==> config.mk <==
export PLATFORM = sky130hd
export DESIGN_NAME = bsl_root_pipe
export DESIGN_NICKNAME = d
export VERILOG_FILES = /design/src/design/bsl_pkg.sv /design/src/design/bsl_root_pipe.sv
export SDC_FILE = /design/constraint.sdc
export NUM_CORES = 2
export LEC_CHECK = 0
export BUFFER_PORTS_ARGS = -buffer_cell sky130_fd_sc_hd__buf_2
export CORE_ASPECT_RATIO = 1.1
export CORE_UTILIZATION = 65
export CTS_BUF_LIST = sky130_fd_sc_hd__clkbuf_8
export DETAILED_ROUTE_END_ITERATION = 8
export PLACE_DENSITY = 0.82
export REMOVE_ABC_BUFFERS = 1
export SLEW_MARGIN = 20
export SYNTH_ARGS = -nofsm -noshare
export SYNTH_HDL_FRONTEND = slang
export SYNTH_SLANG_ARGS = --single-unit
==> constraint.sdc <==
create_clock -name clk -period 14.9 [get_ports clk]
set_clock_uncertainty 0.15 [all_clocks]
set_input_delay 1.49 -clock clk [delete_from_list [all_inputs] [get_ports clk]]
set_output_delay 1.49 -clock clk [all_outputs]
set_load 0.005 [all_outputs]
==> src/design/bsl_pkg.sv <==
// ----------------------------------------------------------------------------
// Braking speed limiter package
// Widths, reset constants and the sideband record carried down the pipeline.
// ----------------------------------------------------------------------------
package bsl_pkg;

  // Q16.16 word and deceleration register widths
  localparam int unsigned Q_W     = 32;
  localparam int unsigned DECEL_W = 31;

  // 2*a*|e| and v*v both stay below 2^63
  localparam int unsigned PROD_W = 63;

  // Square root: radicand padded to an even width, 32-bit root
  localparam int unsigned RAD_W  = 64;
  localparam int unsigned ROOT_W = 32;
  localparam int unsigned REM_W  = ROOT_W + 1;

  localparam logic [DECEL_W-1:0] DECEL_RESET = 31'd65536;

  // Root digits resolved per pipeline stage (must divide ROOT_W)
  localparam int unsigned ROOT_STEPS_DEFAULT = 2;

  // Per-transaction sideband that rides along with the radicand
  typedef struct packed {
    logic           limit;    // braking distance reached
    logic [Q_W-1:0] req_abs;  // request magnitude, 2^31 for the most negative
    logic [Q_W-1:0] req_raw;  // request as received
  } side_t;

endpackage

==> src/design/bsl_root_pipe.sv <==
// ----------------------------------------------------------------------------
// Braking speed limiter square root pipeline
// Digit-by-digit floor square root, STEPS_PER_STAGE root bits per stage.
// ----------------------------------------------------------------------------
module bsl_root_pipe #(
  parameter int unsigned STEPS_PER_STAGE = bsl_pkg::ROOT_STEPS_DEFAULT
) (
  input  logic                       clk,
  input  logic                       rst_n,
  input  logic                       advance,
  input  logic                       in_valid,
  input  logic [bsl_pkg::RAD_W-1:0]  in_rad,
  input  bsl_pkg::side_t             in_side,
  output logic                       out_valid,
  output logic [bsl_pkg::ROOT_W-1:0] out_root,
  output bsl_pkg::side_t             out_side
);
  import bsl_pkg::*;

  localparam int unsigned STAGES = ROOT_W / STEPS_PER_STAGE;

  // Stage outputs, one entry per stage
  logic              stage_valid [STAGES];
  logic [RAD_W-1:0]  stage_rad   [STAGES];
  logic [REM_W-1:0]  stage_rem   [STAGES];
  logic [ROOT_W-1:0] stage_root  [STAGES];
  side_t             stage_side  [STAGES];

  for (genvar s = 0; s < STAGES; s++) begin : g_stage
    logic              valid_in;
    logic [RAD_W-1:0]  rad_in;
    logic [REM_W-1:0]  rem_in;
    logic [ROOT_W-1:0] root_in;
    side_t             side_in;
    logic [RAD_W-1:0]  rad_nxt;
    logic [REM_W-1:0]  rem_nxt;
    logic [ROOT_W-1:0] root_nxt;
    logic              valid_r;
    logic [RAD_W-1:0]  rad_r;
    logic [REM_W-1:0]  rem_r;
    logic [ROOT_W-1:0] root_r;
    side_t             side_r;

    // Select the stage input: pipeline entry or previous stage
    if (s == 0) begin : g_head
      assign valid_in = in_valid;
      assign rad_in   = in_rad;
      assign rem_in   = '0;
      assign root_in  = '0;
      assign side_in  = in_side;
    end else begin : g_link
      assign valid_in = stage_valid[s-1];
      assign rad_in   = stage_rad[s-1];
      assign rem_in   = stage_rem[s-1];
      assign root_in  = stage_root[s-1];
      assign side_in  = stage_side[s-1];
    end

    // Resolve the next root bits: shift in a radicand pair, trial subtract
    always_comb begin
      logic [REM_W+1:0] rem_sh;
      logic [REM_W+1:0] trial;
      rad_nxt  = rad_in;
      rem_nxt  = rem_in;
      root_nxt = root_in;
      for (int j = 0; j < STEPS_PER_STAGE; j++) begin
        rem_sh  = {rem_nxt, rad_nxt[RAD_W-1 -: 2]};
        rad_nxt = {rad_nxt[RAD_W-3:0], 2'b00};
        trial   = {1'b0, root_nxt, 2'b01};
        if (rem_sh >= trial) begin
          rem_sh   = rem_sh - trial;
          root_nxt = {root_nxt[ROOT_W-2:0], 1'b1};
        end else begin
          root_nxt = {root_nxt[ROOT_W-2:0], 1'b0};
        end
        rem_nxt = rem_sh[REM_W-1:0];
      end
    end

    // Advance the valid bit with the pipeline
    always_ff @(posedge clk) begin
      if (!rst_n) begin
        valid_r <= 1'b0;
      end else if (advance) begin
        valid_r <= valid_in;
      end
    end

    // Advance the payload
    always_ff @(posedge clk) begin
      if (advance) begin
        rad_r  <= rad_nxt;
        rem_r  <= rem_nxt;
        root_r <= root_nxt;
        side_r <= side_in;
      end
    end

    assign stage_valid[s] = valid_r;
    assign stage_rad[s]   = rad_r;
    assign stage_rem[s]   = rem_r;
    assign stage_root[s]  = root_r;
    assign stage_side[s]  = side_r;
  end

  assign out_valid = stage_valid[STAGES-1];
  assign out_root  = stage_root[STAGES-1];
  assign out_side  = stage_side[STAGES-1];

endmodule

======== Word level (Yosys, flattened, before mapping) ========
Index checks and enable logic that the tools add are counted.
operators by class
  add/subtract/negate cells ............... 31
  magnitude comparators ................... 32
  muxes and demuxes ....................... 63
operators with widths
  kind                                              number
  33-bit two-way mux                                31
  35-bit by 10-bit >= comparator with 1-bit output  1
  35-bit by 11-bit >= comparator with 1-bit output  1
  35-bit by 12-bit >= comparator with 1-bit output  1
  35-bit by 13-bit >= comparator with 1-bit output  1
  35-bit by 14-bit >= comparator with 1-bit output  1
  35-bit by 15-bit >= comparator with 1-bit output  1
  35-bit by 16-bit >= comparator with 1-bit output  1
  35-bit by 17-bit >= comparator with 1-bit output  1
  35-bit by 18-bit >= comparator with 1-bit output  1
  35-bit by 19-bit >= comparator with 1-bit output  1
  35-bit by 20-bit >= comparator with 1-bit output  1
  35-bit by 21-bit >= comparator with 1-bit output  1
  35-bit by 22-bit >= comparator with 1-bit output  1
  35-bit by 23-bit >= comparator with 1-bit output  1
  35-bit by 24-bit >= comparator with 1-bit output  1
  35-bit by 25-bit >= comparator with 1-bit output  1
  35-bit by 26-bit >= comparator with 1-bit output  1
  35-bit by 27-bit >= comparator with 1-bit output  1
  35-bit by 28-bit >= comparator with 1-bit output  1
  35-bit by 29-bit >= comparator with 1-bit output  1
  35-bit by 3-bit >= comparator with 1-bit output   1
  35-bit by 30-bit >= comparator with 1-bit output  1
  35-bit by 31-bit >= comparator with 1-bit output  1
  other kinds (41)                                  72
word-level totals
  register bits after elaboration ......... 2303
  input bits .............................. 133
  output and inout port bits .............. 98
  word-level logic and storage cells ...... 236

======== Longest topological paths before layout ========
  word-level depth ........................ 4
  gate-level depth with buffers ........... 30
  mapped depth without buffers ............ 27

======== Least setup slack after synthesis ========
OpenSTA, ideal clock, no wires.
  path type ............................... register -> register
  start ................................... register g_stage[13].rem_r[0]
  end ..................................... register g_stage[14].rem_r[15] (data pin)
  library setup time ...................... 260 ps
  arrival time ............................ 6122 ps
  required time ........................... 14490 ps
  slack ................................... 8368 ps
  cell stages (with the launch flop) ...... 26
  path buffers ............................ 4
  clock period less this slack ............ 6532 ps
  path through ............................ edfxtp_1 ha_1 o21a_1 nor4_1 o41ai_1 a221oi_1 o31ai_1 a31o_2 clkbuf_1 clkbuf_1 nor2_1 a21oi_1 ha_1 a21o_1 a21o_1 a21oi_1 nor2_1 nor3_1 o21ai_0 a21oi_1 a311oi_1 a21o_1 nor3_1 buf_2 buf_2 mux2_2
on the way
  longest elaborated chain between the ends .. 4
  elaborated cells between the ends (all ways) .. 7
  those cells by class .................... add/sub (2); order compare (2); mux (3)
ends and longest elaborated chain
  what                                                                                                                RTL line                                  text
  start, declared                                                                                                     bsl_root_pipe.sv:40                       logic [REM_W-1:0] rem_r;
  start signal, assigned                                                                                              bsl_root_pipe.sv:93                       rem_r <= rem_nxt;
  33-bit by 30-bit subtractor with 33-bit output or 35-bit by 30-bit >= comparator with 1-bit output (tied branches)  bsl_root_pipe.sv:71, bsl_root_pipe.sv:70
  33-bit two-way mux or 1-bit two-way mux (tied branches)                                                             bsl_root_pipe.sv:70                       if (rem_sh >= trial) begin
  33-bit by 31-bit subtractor with 33-bit output or 35-bit by 31-bit >= comparator with 1-bit output (tied branches)  bsl_root_pipe.sv:71, bsl_root_pipe.sv:70
  33-bit two-way mux (*)                                                                                              bsl_root_pipe.sv:70
  end signal, assigned                                                                                                bsl_root_pipe.sv:93
  end, declared                                                                                                       bsl_root_pipe.sv:40
Every way passes the cells marked *; elsewhere a longest branch is shown, timed or not.
A chain may end at the register's enable or synchronous reset.

======== Worst setup path in the final report ========
  start ................................... register g_stage[13].root_r[0]
  end ..................................... register g_stage[14].rem_r[20] (data pin)
on the way
  longest elaborated chain between the ends .. 4
  elaborated cells between the ends (all ways) .. 7
  those cells by class .................... add/sub (2); order compare (2); mux (3)
ends and longest elaborated chain
  what                                                                                                                RTL line                                  text
  start, declared                                                                                                     bsl_root_pipe.sv:41                       logic [ROOT_W-1:0] root_r;
  start signal, assigned                                                                                              bsl_root_pipe.sv:94                       root_r <= root_nxt;
  33-bit by 30-bit subtractor with 33-bit output or 35-bit by 30-bit >= comparator with 1-bit output (tied branches)  bsl_root_pipe.sv:71, bsl_root_pipe.sv:70
  33-bit two-way mux or 1-bit two-way mux (tied branches)                                                             bsl_root_pipe.sv:70
  33-bit by 31-bit subtractor with 33-bit output or 35-bit by 31-bit >= comparator with 1-bit output (tied branches)  bsl_root_pipe.sv:71, bsl_root_pipe.sv:70
  33-bit two-way mux (*)                                                                                              bsl_root_pipe.sv:70
Marks and branches as above.

==> results.py <==
metrics = {
    "route": {
        "post_drt_via_cell_ratio": 6.23,
        "drc": 0,
        "post_drt_wl_per_cell_microns": 21.8,
        "dr.pass1.iters": 7,
        "wl_mm": 262,
        "drt_iter0_drc": 6886,
        "ant_nets": 0,
        "dr_total_vias": 74900,
    },
    "yosys": {
        "yosysTopAreaCell": "edfxtp_1",
        "async_flop_share": 0,
        "synth_cell_type_count": 100,
        "synthMuxAreaShare": 0.0164,
        "synth_top_area_frac": 0.603,
        "synth_area_per_cell_sq_um": 12.4,
        "synth-seq-cells": 2281,
        "synth-main-ff-cell": "edfxtp_1",
        "synth_common_cells": "edfxtp_1, a21oi_1, nand2_1",
        "yosys.area_share.simple": 0.114,
        "synth_area_leaders": "edfxtp_1, ha_1, xnor2_1",
        "yosys.area_share.adder": 0.0618,
        "yosysMostFrequentCell": "edfxtp_1",
        "synth_compound_gate_area_share": 0.120,
        "synth-xor-area-share": 0.0575,
        "synth_seq_area_share": 0.606,
        "netlist_area_sq_mm": 0.113,
        "synth_edf_count": 2265,
        "synth_top_family_by_area": "compound AO/OA/AOI/OAI gates",
        "syn_inst": 9096,
        "ys.warnings.count": 0,
    },
    "critical_path": {
        "crit_arrival_ns": 9.11,
        "worst_setup_path_end_kind": "register",
        "crit_required_ns": 15.52,
        "startpoint_type": "register",
        "r2r_cells": 25,
        "path_max_fanout": 22,
        "setup.worst_path.end": "g_stage[14].rem_r[20]",
        "reg2reg_to": "g_stage[14].rem_r[20]",
        "worstReg2RegStart": "g_stage[13].root_r[0]",
        "crit_start": "g_stage[13].root_r[0]",
        "crit_type": "reg2reg",
        "ff2ff_setup_slack_ns": 6.41,
    },
    "sta": {
        "fin_ws_ns": 6.41,
        "worstMarginPinSlew_ns": 1.13,
        "fin_crit_sh": 0.570,
        "fin_tns_setup_ns": 0,
        "rsz0062_at_grt": "false",
        "timing.final.hold_violations": 0,
        "finalSetupViolations": 0,
        "holdWs_ns": 0.204,
        "slew_headroom": 0.250,
        "report.final.slew_viol_count": 0,
        "max_freq_mhz": 118,
        "fin_crit_ns": 8.49,
    },
    "worst_hold_path": {
        "hold_path.class": "reg2reg",
    },
    "clock_tree": {
        "post_cts_buffers": 0,
        "holdBufCountCts": 0,
        "clkSinkCount": 2281,
        "cts.clk_slew.worst_paths_ns": 0.06,
        "clockBufferDepth": 4,
        "cts_tree": "done",
        "cts_root_buf": "clkbuf_8",
        "cts_resized": 0,
        "cts_made_buffers": 361,
        "htree_levels": 5,
        "clk_latency_ns": 1.09,
    },
    "cells_and_area": {
        "multi_input_area_sq_mm": 0.0417,
        "n_fill_cell": 11300,
        "finalNonFillerCells": 12000,
        "seq_area_sq_mm": 0.0683,
        "fin_area_sq_mm": 0.123,
        "fin_nets": 10200,
        "area.growth.synth_to_final_pct": 9.07,
        "finish.utilization": 0.717,
        "drive_gt1_frac": 0.100,
    },
    "floorplan": {
        "die_h_microns": 439,
        "ios": 231,
        "rows": 159,
        "coreArea_sq_mm": 0.171,
        "initial_utilization": 0.658,
        "die_area_sq_mm": 0.175,
        "die_w_microns": 399,
    },
    "grt": {
        "grt_pass1_vias": 72900,
        "overflow": 0,
        "grt_max_degree": 180,
        "antenna_found_initial": 10,
        "grtUsageTotal": 0.295,
        "grt_pass1_wl_mm": 402,
    },
    "power_and_ir_drop": {
        "max-vdd-ir-drop_mv": 0.147,
        "p_leak_nw": 47.2,
        "p_total_mw": 21.0,
        "power_density_mw_per_mm2": 171,
    },
    "placed_design": {
        "dp.final_hpwl_mm": 189,
        "place_ws_ns": 6.45,
        "dp_cells": 11400,
        "port_buffers": 230,
        "placedInstanceArea_sq_mm": 0.116,
        "routabilityCongestion": 1.00,
    },
    "status": {
        "status": "completed",
    },
    "run": {
        "maxCapViolations": 0,
    },
}
-- worst min-delay path by stage --
stage | startpoint | end | slack (ns) | depth (start not counted)
floorplan | g_stage[8].rad_r[36] | g_stage[10].rad_in[40] | 0.25 | 0
global placement | g_stage[3].rad_r[17] | g_stage[4].rad_r[21] | 0.25 | 0
detailed placement | g_stage[10].side_in[41] | g_stage[10].side_r[41] | 0.25 | 0
global route | g_stage[8].side_r[53] | g_stage[10].side_in[53] | 0.21 | 0
finish | g_stage[5].side_r[32] | g_stage[6].side_r[32] | 0.20 | 0
CTS | g_stage[8].side_r[53] | g_stage[10].side_in[53] | 0.21 | 0
-- sequential cells by signal (all words and copies together), names as in the netlist --
register	count
g_stage.root_r	220
g_stage.root_in	20
out_valid	1
g_stage.side_r	910
g_stage.rem_r	440
g_stage.rem_in	33
out_root	32
g_stage.rad_in	24
g_stage.rad_r	456
g_stage.valid_r	14
g_stage.valid_in	1
out_side	65
g_stage.side_in	65
-- power by group --
part | switching [mW] | internal (mW)
Combinational | 4.36 | 3.01
Sequential | 0.549 | 8.10
Clock | 2.39 | 2.60
-- layout make-up --
class,count,area share
Sequential cell,2281,0.556
Multi-Input combinational cell,6096,0.339
Clock buffer,367,0.0411
Tap cell,2254,0.0229
Inverter,486,0.0148
Timing Repair Buffer,286,0.0135
Clock inverter,258,0.0127
Antenna cell,8,0.000163
-- worst max-delay path, cell delays in order, from the launching register on --
cell and delay (ns):
edfxtp_1 0.35, inv_1 0.07, ha_1 0.34, o21a_1 0.17
nor4_1 0.06, o41ai_1 0.77, a221oi_1 0.20, buf_4 0.20
o31ai_1 0.79, a31o_2 0.55, buf_4 0.34, nor2_1 0.07
a21oi_1 0.18, ha_1 0.33, a21o_1 0.19, a21o_1 0.17
a21oi_1 0.22, nor2_1 0.07, nor3_1 0.27, o21ai_0 0.24
a21oi_1 0.49, a311oi_1 0.19, a21o_1 0.32, nor3_2 0.65
buf_4 0.43, mux2_2 0.38
-- layout by cell type, fill, tap and decap left out, drive strengths merged, types with 89 or more instances in the layout --
master	count
edfxtp	2265
a21oi	628
nand2	607
nor2	605
inv	595
ha	557
xnor2	481
o21ai	422
clkbuf	367
a21o	295
buf	286
xor2	259
nor3	218
nand3	189
nand4	129
mux2	122
clkinv	116
nand2b	114
o21a	96
nor4	93
nor2b	89
-- layer usage --
metal,global-route usage,part of all wire,vias to the layer above,routed length [microns]
li1,-,-,35200,-
met1,0.384,0.41,35700,107000
met2,0.485,0.48,3233,125000
met3,0.0461,0.066,724,17200
met4,0.144,0.049,2,12700
met5,0,0.000042,-,11
-- cell families (layout without fill, tap and decap cells) --
family	count (synthesis)	in the layout
simple gates	2532	2532
flops	2281	2281
compound gates	2094	2094
xor+xnor	740	740
buf+inv	721	1397
fa+ha+maj	557	557
mux	170	170
other cells	1	11
Note: power is estimated with default switching activity, not from simulation.
